$ cat src/design/ehm_pkg.sv
package ehm_pkg;

  localparam int HASH_W      = 32;
  localparam int CHAR_W      = 8;
  localparam int QUEUE_DEPTH = 4;
  localparam int QUEUE_AW    = $clog2(QUEUE_DEPTH);
  localparam int QUEUE_CW    = $clog2(QUEUE_DEPTH + 1);
  localparam int DIV_CW      = $clog2(HASH_W);

  localparam logic [HASH_W-1:0] TOP_NIBBLE_MASK = 32'hf000_0000;
  localparam int FOLD_SHIFT = 24;
  localparam int STEP_SHIFT = 4;

  typedef struct packed {
    logic              valid;
    logic [HASH_W-1:0] data;
  } push_t;

  typedef struct packed {
    logic full;
    logic empty;
  } queue_status_t;

  function automatic logic [HASH_W-1:0] mix_byte(input logic [HASH_W-1:0] h,
                                                 input logic [CHAR_W-1:0] b);
    logic [HASH_W-1:0] s;
    logic [HASH_W-1:0] top;
    s   = (h << STEP_SHIFT) + {{(HASH_W-CHAR_W){1'b0}}, b};
    top = s & TOP_NIBBLE_MASK;
    return s ^ (top >> FOLD_SHIFT) ^ top;
  endfunction

endpackage

$ cat src/design/ehm_front.sv
module ehm_front
  import ehm_pkg::*;
(
  input  logic              clk,
  input  logic              rst,
  input  logic              in_valid,
  output logic              in_stall,
  input  logic [CHAR_W-1:0] char_code,
  input  logic              last_char,
  input  queue_status_t     qstat,
  output push_t             push
);

  logic [HASH_W-1:0] running_hash;
  logic [HASH_W-1:0] mixed;
  logic              accept;

  // a full queue holds off every byte, so a string end never pushes into a full queue
  assign in_stall = qstat.full;
  assign accept   = in_valid && !in_stall;
  assign mixed    = mix_byte(running_hash, char_code);

  assign push.valid = accept && last_char;
  assign push.data  = mixed;

  always_ff @(posedge clk) begin
    if (rst) begin
      running_hash <= '0;
    end else if (accept) begin
      running_hash <= last_char ? '0 : mixed;
    end
  end

endmodule

$ cat src/design/ehm_queue.sv
module ehm_queue
  import ehm_pkg::*;
(
  input  logic              clk,
  input  logic              rst,
  input  push_t             push,
  input  logic              pop,
  output logic [HASH_W-1:0] head,
  output queue_status_t     qstat
);

  logic [HASH_W-1:0]   entries [QUEUE_DEPTH];
  logic [QUEUE_AW-1:0] wr_ptr;
  logic [QUEUE_AW-1:0] rd_ptr;
  logic [QUEUE_CW-1:0] fill;

  assign head        = entries[rd_ptr];
  assign qstat.full  = (fill == QUEUE_CW'(QUEUE_DEPTH));
  assign qstat.empty = (fill == '0);

  always_ff @(posedge clk) begin
    if (push.valid) begin
      entries[wr_ptr] <= push.data;
    end
  end

  always_ff @(posedge clk) begin
    if (rst) begin
      wr_ptr <= '0;
      rd_ptr <= '0;
      fill   <= '0;
    end else begin
      if (push.valid) begin
        wr_ptr <= (wr_ptr == QUEUE_AW'(QUEUE_DEPTH - 1)) ? '0 : wr_ptr + 1'b1;
      end
      if (pop) begin
        rd_ptr <= (rd_ptr == QUEUE_AW'(QUEUE_DEPTH - 1)) ? '0 : rd_ptr + 1'b1;
      end
      if (push.valid && !pop) begin
        fill <= fill + 1'b1;
      end else if (pop && !push.valid) begin
        fill <= fill - 1'b1;
      end
    end
  end

  a_no_overflow: assert property (@(posedge clk) disable iff (rst)
    !(push.valid && qstat.full))
    else $error("push into full queue");

  a_no_underflow: assert property (@(posedge clk) disable iff (rst)
    !(pop && qstat.empty))
    else $error("pop from empty queue");

  a_fill_bound: assert property (@(posedge clk) disable iff (rst)
    fill <= QUEUE_CW'(QUEUE_DEPTH))
    else $error("queue fill beyond depth");

endmodule

$ cat src/design/ehm_back.sv
module ehm_back
  import ehm_pkg::*;
(
  input  logic              clk,
  input  logic              rst,
  input  logic [HASH_W-1:0] hash_range,
  input  logic [HASH_W-1:0] head,
  input  queue_status_t     qstat,
  output logic              pop,
  output logic              out_valid,
  input  logic              out_stall,
  output logic [HASH_W-1:0] hash_code
);

  typedef enum logic [2:0] {
    S_IDLE = 3'b001,
    S_DIV  = 3'b010,
    S_WAIT = 3'b100
  } state_t;

  state_t            state;
  logic [HASH_W-1:0] rem;
  logic [HASH_W-1:0] dvd;
  logic [DIV_CW-1:0] count;
  logic [HASH_W:0]   rem_sh;
  logic [HASH_W:0]   rng_ext;
  logic              ge;
  logic [HASH_W-1:0] rem_next;
  logic              slot_free;

  assign pop       = (state == S_IDLE) && !qstat.empty;
  assign slot_free = !out_valid || !out_stall;

  // one restoring step per cycle
  assign rem_sh   = {rem, dvd[HASH_W-1]};
  assign rng_ext  = {1'b0, hash_range};
  assign ge       = (rem_sh >= rng_ext);
  assign rem_next = ge ? HASH_W'(rem_sh - rng_ext) : rem_sh[HASH_W-1:0];

  always_ff @(posedge clk) begin
    if (rst) begin
      state     <= S_IDLE;
      count     <= '0;
      out_valid <= 1'b0;
    end else begin
      if (state == S_WAIT && slot_free) begin
        out_valid <= 1'b1;
      end else if (out_valid && !out_stall) begin
        out_valid <= 1'b0;
      end
      unique case (state)
        S_IDLE: begin
          if (pop) begin
            count <= '0;
            // zero range means the raw hash goes out
            state <= (hash_range == '0) ? S_WAIT : S_DIV;
          end
        end
        S_DIV: begin
          count <= count + 1'b1;
          if (count == DIV_CW'(HASH_W - 1)) begin
            state <= S_WAIT;
          end
        end
        S_WAIT: begin
          if (slot_free) begin
            state <= S_IDLE;
          end
        end
        default: state <= S_IDLE;
      endcase
    end
  end

  always_ff @(posedge clk) begin
    unique case (state)
      S_IDLE: begin
        if (pop) begin
          rem <= (hash_range == '0) ? head : '0;
          dvd <= head;
        end
      end
      S_DIV: begin
        rem <= rem_next;
        dvd <= {dvd[HASH_W-2:0], 1'b0};
      end
      S_WAIT: begin
        if (slot_free) begin
          hash_code <= rem;
        end
      end
      default: ;
    endcase
  end

  a_count_steps: assert property (@(posedge clk) disable iff (rst)
    (state == S_DIV && count != DIV_CW'(HASH_W - 1)) |=>
      (state == S_DIV && count == $past(count) + 1'b1))
    else $error("divider step skipped");

  a_pop_only_idle: assert property (@(posedge clk) disable iff (rst)
    pop |=> (state != S_IDLE))
    else $error("popped request not taken up");

endmodule

$ cat src/design/elf_string_hash_mod_core.sv
// pjw/elf string hash reduced modulo a bucket count
//
// input channel: one character byte per request (char_code) with last_char
// set on the final byte. in_valid/in_stall; a request is taken on a rising
// edge with in_valid high and in_stall low; one byte per unstalled cycle.
// output channel: one hash_code per string, out_valid/out_stall.
// configuration: hash_range_we/hash_range_wdata write the bucket count;
// the user must write it only while the block is idle; the block itself
// does not enforce this. a zero bucket count gives the raw hash.
// flow: the finished hash of a string enters a four-deep queue at the
// edge that takes its last byte; the back end pops it when idle, runs a
// restoring division (one quotient bit per cycle) unless the bucket count
// is zero, and then loads the output register. the back end takes a new
// hash only after it has loaded the last one into the output register;
// up to four finished hashes queue up.
// in_stall rises only when the queue is full.
// reset clears the running hash, the queue and out_valid, and sets the
// bucket count to 1. a stalled output holds its value; the divider then
// waits with the next result until the output register frees up.
module elf_string_hash_mod_core
  import ehm_pkg::*;
(
  input  logic              clk,
  input  logic              rst,
  input  logic              hash_range_we,
  input  logic [HASH_W-1:0] hash_range_wdata,
  input  logic              in_valid,
  output logic              in_stall,
  input  logic [CHAR_W-1:0] char_code,
  input  logic              last_char,
  output logic              out_valid,
  input  logic              out_stall,
  output logic [HASH_W-1:0] hash_code
);

  logic [HASH_W-1:0] hash_range;
  push_t             push;
  queue_status_t     qstat;
  logic              pop;
  logic [HASH_W-1:0] head;

  always_ff @(posedge clk) begin
    if (rst) begin
      hash_range <= HASH_W'(1);
    end else if (hash_range_we) begin
      hash_range <= hash_range_wdata;
    end
  end

  ehm_front u_front (
    .clk       (clk),
    .rst       (rst),
    .in_valid  (in_valid),
    .in_stall  (in_stall),
    .char_code (char_code),
    .last_char (last_char),
    .qstat     (qstat),
    .push      (push)
  );

  ehm_queue u_queue (
    .clk   (clk),
    .rst   (rst),
    .push  (push),
    .pop   (pop),
    .head  (head),
    .qstat (qstat)
  );

  ehm_back u_back (
    .clk        (clk),
    .rst        (rst),
    .hash_range (hash_range),
    .head       (head),
    .qstat      (qstat),
    .pop        (pop),
    .out_valid  (out_valid),
    .out_stall  (out_stall),
    .hash_code  (hash_code)
  );

endmodule

$ cat config.mk
export PLATFORM = sky130hd
export DESIGN_NAME = elf_string_hash_mod_core
export DESIGN_NICKNAME = d
export VERILOG_FILES = /design/src/design/ehm_pkg.sv /design/src/design/ehm_front.sv /design/src/design/ehm_queue.sv /design/src/design/ehm_back.sv /design/src/design/elf_string_hash_mod_core.sv
export SDC_FILE = /design/constraint.sdc
export NUM_CORES = 1
export LEC_CHECK = 0
export ABC_CLOCK_PERIOD_IN_PS = 2700
export BUFFER_PORTS_ARGS = -buffer_cell sky130_fd_sc_hd__buf_2
export CAP_MARGIN = 30
export CORE_ASPECT_RATIO = 1.5
export CORE_UTILIZATION = 35
export DETAILED_ROUTE_END_ITERATION = 7
export SYNTH_ARGS = -nofsm -noshare
export SYNTH_HDL_FRONTEND = slang
export SYNTH_SLANG_ARGS = --single-unit
export TNS_END_PERCENT = 50
$ cat constraint.sdc
create_clock -name clk -period 2.7 [get_ports clk]
set_input_delay 0.405 -clock clk [delete_from_list [all_inputs] [get_ports clk]]
set_output_delay 0.405 -clock clk [all_outputs]
set_load 0.03 [all_outputs]
==> results of run 1 <==
==> power by group through the flow <==
stage	clock network [mW]	registers, mW	logic [mW]
after detailed placement	0	6.21	7.76
after global routing	4.33	6.22	9.10
after CTS	4.15	6.14	8.13
after global placement	0	6.18	7.73
final	4.06	6.15	8.38
after floorplan	0	6.12	4.57
==> cell type report <==
class | instances | area, um^2 | area share
sequential | 286 | 7810 | 0.453
multi-input combinational | 776 | 5790 | 0.336
timing repair buffer | 265 | 1910 | 0.111
clock buffer | 29 | 726 | 0.0421
tap | 495 | 619 | 0.0359
clock inverter | 23 | 231 | 0.0134
inverter | 41 | 154 | 0.00892
==> worst min-delay path by stage <==
stage                             from                      end  slack, ps  cells after the start
4_1_cts            hash_range_wdata[0]            hash_range[0]         40                      2
5_1_grt            hash_range_wdata[0]            hash_range[0]         50                      2
2_1_floorplan  u_front.running_hash[0]  u_front.running_hash[0]        440                      2
3_5_place_dp   u_front.running_hash[0]  u_front.running_hash[0]        450                      2
6_report           hash_range_wdata[0]            hash_range[0]         60                      2
3_3_place_gp   u_front.running_hash[0]  u_front.running_hash[0]        450                      2
==> layout by cell type, fill, tap and decap left out, drive strengths merged, types with 42 or more instances in the layout <==
master,synthesis,final
nand2,133,133
buf,16,265
ha,44,44
nand3,54,54
nor2,98,98
inv,41,45
xnor2,42,42
a21oi,53,53
edfxtp,208,208
dfxtp,78,78
==> critical path, stage by stage, from the launching register on <==
cell      delay (ps)
edfxtp_1         390
inv_1             70
ha_2             180
inv_2             40
fa_2             340
a21o_1           200
a221oi_2         220
buf_4            160
o211ai_1         180
or3_1            420
a31oi_1          170
xor2_1           190
o211ai_1         100
==> cells by family (layout without fill, tap and decap cells) <==
kind of cell / count (synthesis) / after routing / synth area share
fa+ha+maj: 47 / 47 / 0.0445
compound gates: 200 / 200 / 0.109
mux: 65 / 65 / 0.0731
flops: 286 / 286 / 0.570
simple gates: 407 / 407 / 0.140
xor+xnor: 57 / 57 / 0.0364
buf+inv: 96 / 358 / 0.0281
==> through the flow <==
stage	worst slack [ps]	power [mW]	hold WS, ps	util
2_1_floorplan	-145	10.7	436	-
3_3_place_gp	-256	13.9	451	0.413
3_5_place_dp	-290	14.0	451	0.413
4_1_cts	-176	18.4	42.4	0.444
5_1_grt	-301	19.6	54.1	0.448
6_report	-186	18.6	60.2	0.448
==> metal layers <==
metal  part of all wire  up-vias  GRT usage
li1                   -     4804          -
met1               0.41     4778      0.199
met2               0.52      187      0.315
met3              0.031       67     0.0178
met4              0.037        0     0.0719
met5                  0        -          0
==> state kept, by name (all words and copies together) (netlist names), 5 cells and up, named ones only <==
signal,flops
u_back.hash_code,32
u_queue.entries,112
u_back.dvd,32
u_back.count,5
hash_range,32
u_front.running_hash,28
u_back.rem,32
==> what timing repair did <==
| item | in CTS | in global routing |
|---|---|---|
| pin swaps | 13 | 12 |
| gates resized for setup | 26 | 21 |
| buffers inserted | 5 | 10 |
| setup endpoints to repair | 25 | 31 |
| hold endpoints to repair | 0 | 0 |
| cloned | 1 | 0 |
==> run metrics, run 1 <==
DRC Markers 0; Worst Setup Start Kind register; depth of the worst register-to-register path 12; post-synthesis cell count between 1k and 1.5k; Avg Cell Area, Syn 11.8 um^2; internal power between 10 and 15 mW; flip-flop and latch count after synthesis ~290; fraction of layout cells with a size suffix above 1 0.292; Comb pwr share 0.451; chip height roughly 240 um; initial antenna violation count 0; synth warn 0; top cells by area, synth edfxtp_1 (46%), dfxtp_1 (11%), mux4_2 (4.6%), ha_1 (4.0%), nand2_1 (3.6%); Slew HR 0.587; Max-Cap Viols 0; Remaining Overflow, GRT 0; CP Class register to register; Worst Setup EP u_back.rem[20]; Std-Cell Rows just under 90; vias after detailed routing between 9k and 10k; Final Cell Area between 15000 and 20000 um^2; Commonest cells post-synth edfxtp_1 (208), nand2_1 (133), nor2_1 (97); share of the synthesized area in the top cell type 0.456; Placed Cells about 1.8k; clock slew at reported path FFs approximately 70 ps; WP data required around 3000 ps; RSZ-0062 raised after global routing yes; post-synthesis sequential area ratio 0.570; I/O pins 80; Unique masters post-synth 80; GRT Overall Usage 0.172; CTS tree yes; CP max FO 3; Clock Latency Late Sink 570 ps; layout net count 1491; CTS buffer count 28; Hold Buf Count CTS 0; area grow syn2layout 25.8%; Fin Clk Skew around 14 ps; ant diodes 0; chip width ~160 um; fin worst setup slack -186 ps; crit path time final 2890 ps; cell area after synthesis between 10000 and 15000 um^2; DP Area roughly 16000 um^2; Avg WL per Cell roughly 18 um; FF-to-FF setup slack -190 ps; final number of hold-violating endpoints 0; failing checks negative setup slack; starting DRC count in detailed routing approximately 630; H-tree depth 1; period utilization 1.07; Worst setup EP type register; setup violators final 8; Pleak 6.53 nW; global-route wire length before repair roughly 54000 um; vias per cell roughly 5.1; Clock Tree Buf Depth 3; Starting Density 0.356; largest net degree at the start of global routing 67; clock root buffer master clkbuf_16; Reg power frac 0.331; fmax roughly 350 MHz; GPL Wtd Cong a little under 0.9; core area a little under 40000 um^2; Most used DFF post-synth edfxtp_1; Post-synth EDFFs approximately 210; switching power ~6.7 mW; status finished with violations; Hold Path Class input pin to register; most common cell in the netlist edfxtp_1; number of global-route vias before repair between 10k and 15k; clock group share of total power 0.219; Slew @ Worst Pin approximately 610 ps; PwrDens about 1100 nW/um^2; Post-synth ARST share 0; Setup Total Neg Slack -640 ps; syn nets between 1k and 1.5k; Slew Limit Fails 0; switching share of power 0.359; peak supply drop between 0.6 and 0.7 mV; post-synth top area cell edfxtp_1; Die Area around 40000 um^2; Fillers 3568; # clock sinks around 290; Routed Antenna Nets 0; Worst Setup SP u_back.dvd[31]; Port Buf Inserts slightly below 80; Detailed Routing Iterations Pass 1 5; Worst R2R End u_back.rem[20]; final WL between 30000 and 40000 um; Worst R2R Start u_back.dvd[31]; Finished Layout Cells about 1.9k; critical path data arrival time 3190 ps; hpwl dp about 25000 um
No activity file was read; power rests on OpenSTA's default activity.
==> run 2: changes to the inputs <==
- ABC_AREA: not set -> 1
==> run 2 against run 1 <==
The flow now finishes without violations. Sequential cell count stayed put. Via count is 18% higher. First-iteration DRC count is 1.1% lower. Critical path depth is 1 higher. Critical path type unchanged.
==> run metrics, run 2 <==
Worst setup EP type register (unchanged); H-tree depth 1 (unchanged); Most flops, register u_queue.entries (unchanged); post-synthesis mux area share 0 (was 0.0731); period utilization 0.935 (was 1.07); switching power 7.62 mW (was 6.67 mW); Finished Layout Cells 2383 (was 1915); largest net degree at the start of global routing 64 (was 67); I/O pins 80 (unchanged); clock group share of total power 0.224 (was 0.219); layout net count 1896 (was 1491); peak supply drop 0.685 mV (was 0.624 mV); Reg power frac 0.339 (was 0.331); top cells by area, synth edfxtp_1 (42%), nand2_1 (11%), dfxtp_1 (11%), inv_1 (5.3%), nand3_1 (3.8%) (was edfxtp_1 (46%), dfxtp_1 (11%), mux4_2 (4.6%), ha_1 (4.0%), nand2_1 (3.6%)); Slowest-stage cell, CP edfxtp_1 (was or3_1); depth of the worst register-to-register path 13 (was 12); Slew @ Worst Pin 642 ps (was 614 ps); post-synth top area cell edfxtp_1 (unchanged); Max-Cap Viols 0 (unchanged); most frequent cells in the layout nand2_1 (440), inv_1 (208), edfxtp_1 (208) (was edfxtp_1 (208), buf_4 (175), nand2_1 (131)); critical path data arrival time 2820 ps (was 3190 ps); cell area after synthesis 14800 um^2 (was 13700 um^2); clock root buffer master clkbuf_16 (unchanged); Placed Cells 2330 (was 1848); Critical Path Max Stage Delay 450 ps (was 420 ps); Worst R2R End u_back.rem[2] (was u_back.rem[20]); chip width 170 um (was 164 um); Port Buf Inserts 79 (unchanged); combinational family with the most area after synthesis simple AND/OR/NAND/NOR gates (unchanged); Largest register FFs 112 (unchanged); area grow syn2layout 15.4% (was 25.8%); Worst Hold End u_queue.entries[3][2] (was hash_range[0]); GRT Overall Usage 0.186 (was 0.172); final hold slack 83.7 ps (was 60.2 ps); critical path's most frequent cell nand2_4 (was o211ai_1); Synth Area in XOR/XNOR 0.0196 (was 0.0364); critical-path cell list ha_1 > nand2_2 > nor2_2 > nand3_2 > nand3_2 > nand2_4 > nand2_4 > nand2_4 > nand2_4 > buf_12 > nand2_1 > nand3_1 > o21ai_1 (was inv_1 > ha_2 > inv_2 > fa_2 > a21o_1 > a221oi_2 > buf_4 > o211ai_1 > or3_1 > a31oi_1 > xor2_1 > o211ai_1); Post-synth ARST share 0 (unchanged); Detailed Routing Iterations Pass 1 5 (unchanged); Multi-input gate area 5900 um^2 (was 5790 um^2); Buf/Inv on CP 1 (was 3); CP max FO 19 (was 3); Commonest cells post-synth nand2_1 (440), inv_1 (209), edfxtp_1 (208) (was edfxtp_1 (208), nand2_1 (133), nor2_1 (97)); Hold Crit Depth 1 (was 2); share of the synthesized area in the top cell type 0.423 (was 0.456); Synth Area in Simple Gates 0.239 (was 0.140); compound-cell area share of the yosys netlist 0.0964 (was 0.109); PwrDens 1090 nW/um^2 (was 1080 nW/um^2); DRC Markers 0 (unchanged); most common cell in the netlist nand2_1 (was edfxtp_1); Std-Cell Rows 91 (was 88); vias after detailed routing 11.6k (was 9836); Setup Total Neg Slack 0 ps (was -640 ps); Crit path max-delay family simple AND/OR/NAND/NOR gates (was compound AO/OA/AOI/OAI gates); Most used DFF post-synth edfxtp_1 (unchanged); internal power 10.9 mW (was 11.9 mW); fraction of layout cells with a size suffix above 1 0.132 (was 0.292); Clock Latency Late Sink 560 ps (was 570 ps); Die Area 43100 um^2 (was 40000 um^2); switching share of power 0.411 (was 0.359); Worst Setup SP u_back.rem[7] (was u_back.dvd[31]); GPL Wtd Cong 0.948 (was 0.884); Starting Density 0.357 (was 0.356); Synth Area in Adders 0.0413 (was 0.0445); post-synthesis sequential area ratio 0.529 (was 0.570); Fin Clk Skew 15.5 ps (was 13.9 ps); Comb pwr share 0.437 (was 0.451); Post-synth EDFFs 208 (unchanged); final number of hold-violating endpoints 0 (unchanged); Core Util, Final 0.412 (was 0.448); initial antenna violation count 0 (unchanged); Slew Limit Fails 0 (unchanged); Hold Path Class input pin to register (unchanged); setup violators final 0 (was 8); status finished clean (was finished with violations); crit path time final 2520 ps (was 2890 ps); starting DRC count in detailed routing 625 (was 632); RSZ-0062 raised after global routing no (was yes); FF-to-FF setup slack 180 ps (was -190 ps); Hold Crit Start char_code[2] (was hash_range_wdata[0]); CTS tree yes (unchanged); vias per cell 4.86 (was 5.14); ant diodes 0 (unchanged); chip height 254 um (was 244 um); CP Class register to register (unchanged); Unique masters post-synth 45 (was 80); Avg WL per Cell 16.6 um (was 17.7 um); Worst Setup Start Kind register (unchanged); post-synthesis cell count 1702 (was 1158); Sequential Area 7810 um^2 (about the same); Worst R2R Start u_back.rem[7] (was u_back.dvd[31]); core area 41300 um^2 (was 38500 um^2); flip-flop and latch count after synthesis 286 (unchanged); global-route wire length before repair 62300 um (was 53800 um); synth warn 0 (unchanged); Clock Tree Buf Depth 3 (unchanged); Pleak 7.13 nW (was 6.53 nW); Routed Antenna Nets 0 (unchanged); most common cell after layout, fill and taps aside nand2_1 (was edfxtp_1); fmax 396 MHz (was 346 MHz); WP data required 2990 ps (was 3010 ps); Remaining Overflow, GRT 0 (unchanged); Hold Buf Count CTS 0 (unchanged); number of global-route vias before repair 11.8k (was 10.1k); clock slew at reported path FFs 70 ps (about the same); CTS buffer count 28 (unchanged); syn nets 1795 (was 1251); Fillers 4106 (was 3568); hpwl dp 29900 um (was 25000 um); final WL 39600 um (was 33900 um); Avg Cell Area, Syn 8.68 um^2 (was 11.8 um^2); Setup WS pre-CTS 105 ps (was -290 ps); # clock sinks 286 (unchanged); fin worst setup slack 177 ps (was -186 ps); Slew HR 0.568 (was 0.587)
[run 2: cell types whose count changed in the layout (fill, tap and decap cells not counted), sizes merged, moves of 16 or more]
cell	before	now
a21o	16	0
a21oi	53	108
a22oi	24	0
and3	16	0
buf	265	130
inv	45	219
mux2i	36	0
mux4	28	0
nand2	133	455
nand3	54	122
nor2	98	141
o21ai	21	118
o22ai	4	27
xnor2	42	21
[run 2: layer usage]
| metal | track usage | wire [um] |
|---|---|---|
| met1 | 0.197 | 15200 |
| met2 | 0.369 | 21600 |
| met3 | 0.0165 | 1210 |
| met4 | 0.0813 | 1630 |
| met5 | 0 | 0 |
[run 2: logic make-up (layout without fill, tap and decap cells)]
group	after synthesis	after routing
simple gates	796	796
xor+xnor	33	33
fa+ha+maj	47	47
buf+inv	273	396
compound gates	267	267
flops	286	286
[run 2: stage by stage]
| step | total power, mW | instance area [um^2] |
|---|---|---|
| after floorplan | 11.8 | 14800 |
| after global placement | 14.4 | 16100 |
| after detailed placement | 14.4 | 16100 |
| after CTS | 18.7 | 17000 |
| after global routing | 19.8 | 17000 |
| final | 18.5 | 17000 |
[run 2: how the worst max path moves through the flow]
stage                          endpoint  slack, ps  cells past startpoint
global route             u_back.rem[31]         10                     13
finish                    u_back.rem[2]        180                     13
floorplan           u_back.hash_code[0]        110                      4
global placement          u_back.rem[1]        100                     10
CTS                       u_back.rem[1]         80                     12
detailed placement        u_back.rem[1]        100                     12
[run 2: area by class of cell]
cell class              count  share of cell area
clock buffers              29              0.0426
flip-flops and latches    286               0.458
clock inverters            23              0.0149
well taps                 558              0.0410
multi-input cells        1143               0.346
inverters                 214              0.0471
repair buffers            130              0.0501
[run 2: power groups by stage]
stage	combinational, mW	clock [mW]	sequential [mW]
after floorplan	5.58	0	6.23
after global placement	8.04	0	6.37
after detailed placement	8.07	0	6.38
after CTS	8.12	4.27	6.28
after global routing	9.05	4.42	6.36
final	8.09	4.15	6.28
[run 2: timing repair]
action                     CTS  global route
buffers inserted             0             1
setup endpoints to repair    0            19
gates resized for setup      0             1
==> run 3: changes to the inputs <==
- CELL_PAD_IN_SITES_DETAIL_PLACEMENT: not set -> 0
- CELL_PAD_IN_SITES_GLOBAL_PLACEMENT: not set -> 1
- PLACE_DENSITY_LB_ADDON: not set -> 0.1
==> run 3 against run 2 <==
Fmax shrank 0.79%. Combinational power grew 0.7%. Worst setup slack lost 20 ps. Cell area grew 0.74%. Clock skew grew 8.8 ps. Highest routed layer unchanged.
==> run metrics, run 3 (synthesis gave the netlist of run 2 again) <==
status finished clean (unchanged); Routed Antenna Nets 0 (unchanged); chip width 170 um (unchanged); Critical Path Max Stage Delay 470 ps (was 450 ps); Std-Cell Rows 91 (unchanged); DRC Markers 0 (unchanged); Slew @ Worst Pin 615 ps (was 642 ps); largest net degree at the start of global routing 66 (was 64); Setup Total Neg Slack 0 ps (unchanged); Hold Buf Count CTS 0 (unchanged); Clock Latency Late Sink 600 ps (was 560 ps); GPL Wtd Cong 0.894 (was 0.948); CTS tree yes (unchanged); Starting Density 0.357 (unchanged); ant diodes 0 (unchanged); number of global-route vias before repair 11.6k (was 11.8k); Fillers 4250 (was 4106); Clock Tree Buf Depth 3 (unchanged); critical-path cell list ha_2 > nand2_1 > nor2_1 > inv_1 > nor2_2 > nand4_1 > nand3_1 > nand2_1 > nand2_1 > nand2_1 > nand3_1 > nand2_1 (was ha_1 > nand2_2 > nor2_2 > nand3_2 > nand3_2 > nand2_4 > nand2_4 > nand2_4 > nand2_4 > buf_12 > nand2_1 > nand3_1 > o21ai_1); Avg WL per Cell 17.6 um (was 16.6 um); I/O pins 80 (unchanged); Fin Clk Skew 24.3 ps (was 15.5 ps); peak supply drop 0.705 mV (was 0.685 mV); PwrDens 1110 nW/um^2 (was 1090 nW/um^2); CP Class register to register (unchanged); fmax 393 MHz (was 396 MHz); critical path data arrival time 2880 ps (was 2820 ps); clock root buffer master clkbuf_16 (unchanged); final WL 42100 um (was 39600 um); WP data required 3040 ps (was 2990 ps); area grow syn2layout 16.2% (was 15.4%); most common cell after layout, fill and taps aside nand2_1 (unchanged); period utilization 0.942 (was 0.935); setup violators final 0 (unchanged); Worst Setup Start Kind register (unchanged); Pleak 7.20 nW (was 7.13 nW); Max-Cap Viols 0 (unchanged); global-route wire length before repair 65100 um (was 62300 um); hpwl dp 31400 um (was 29900 um); fraction of layout cells with a size suffix above 1 0.138 (was 0.132); chip height 254 um (unchanged); final number of hold-violating endpoints 0 (unchanged); vias per cell 4.84 (was 4.86); vias after detailed routing 11.5k (was 11.6k); Multi-input gate area 5920 um^2 (was 5900 um^2); # clock sinks 286 (unchanged); crit path time final 2540 ps (was 2520 ps); Slew Limit Fails 0 (unchanged); Sequential Area 7810 um^2 (unchanged); critical path's most frequent cell nand2_1 (was nand2_4); Die Area 43100 um^2 (unchanged); GRT Overall Usage 0.198 (was 0.186); DP Area 16000 um^2 (was 16100 um^2); Final Cell Area 17200 um^2 (was 17000 um^2); initial antenna violation count 0 (unchanged); Port Buf Inserts 79 (unchanged); Worst setup EP type register (unchanged); Crit path max-delay family simple AND/OR/NAND/NOR gates (unchanged); Remaining Overflow, GRT 0 (unchanged); layout net count 1898 (was 1896); CTS buffer count 31 (was 28); CP max FO 5 (was 19); Largest register FFs 112 (unchanged); Hold Path Class input pin to register (unchanged); Detailed Routing Iterations Pass 1 5 (unchanged); Buf/Inv on CP 1 (unchanged); core area 41300 um^2 (unchanged); Slowest-stage cell, CP edfxtp_1 (unchanged); H-tree depth 1 (unchanged); Slew HR 0.590 (was 0.568); clock slew at reported path FFs 60 ps (was 70 ps); Most flops, register u_queue.entries (unchanged); most frequent cells in the layout nand2_1 (439), inv_1 (208), edfxtp_1 (208) (was nand2_1 (440), inv_1 (208), edfxtp_1 (208)); starting DRC count in detailed routing 614 (was 625)
## run 3: changes by cell type in the layout (fill, tap and decap cells not counted), sizes merged
cell	delta
clkbuf	+10
inv	-4
clkinvlp	-3
clkinv	+2
buf	-1
bufinv	+1
## run 3: final timing paths
| path | from | to | slack, ps | cells after the start |
|---|---|---|---|---|
| setup / recovery | u_back.rem[16] | u_back.rem[19] | 160 | 12 |
| hold / removal | hash_range_wdata[0] | hash_range[0] | 50 | 3 |
| setup reg to reg | u_back.rem[16] | u_back.rem[19] | 160 | 12 |
| hold reg to reg | u_back.count[3] | u_back.count[3] | 460 | 2 |
## run 3: where the power goes
group,internal (mW),switching (mW)
Sequential,5.86,0.438
Combinational,2.67,5.48
Clock,2.70,1.83
## run 3: layout make-up
cell class                      instances  area share
Clock buffer                           39      0.0493
Timing Repair Buffer                  129      0.0497
Clock inverter                         19      0.0141
Sequential cell                       286       0.455
Inverter                              214      0.0468
Tap cell                              558      0.0407
Multi-Input combinational cell       1143       0.345
## run 3: stage by stage
step / hold WS (ps) / worst slack [ps] / cells / utilization / power (mW)
after floorplan: 441 / 106 / 1702 / - / 11.8
after global placement: 449 / -104 / 2328 / 0.388 / 14.6
after detailed placement: 454 / -28.9 / 2328 / 0.388 / 14.5
after CTS: 26.3 / 2.83 / 2386 / 0.414 / 19.2
after global routing: 45.7 / -5.39 / 2388 / 0.415 / 20.4
final: 54.6 / 156 / 2388 / 0.415 / 19.0
## run 3: timing repair
action	in CTS	in global routing
resized for setup	1	10
endpoints found under the setup margin	1	20
setup buffers	0	2
## run 3: worst reg2reg max path, delay by kind of cell, from the launching register on
| family | cells | cell delay [ps] |
|---|---|---|
| DFF | 1 | 470 |
| adders and majority gates | 1 | 430 |
| and+or+nand+nor | 10 | 1310 |
| buffers and inverters | 1 | 80 |
## run 3: routing by layer
metal	routed length, um	GRT usage	share of wire	vias to the layer above
met5	0	0	0	-
met4	1910	0.0945	0.045	0
met3	1240	0.0223	0.029	76
met2	22200	0.371	0.53	187
met1	16800	0.221	0.40	5411
li1	-	-	-	5875
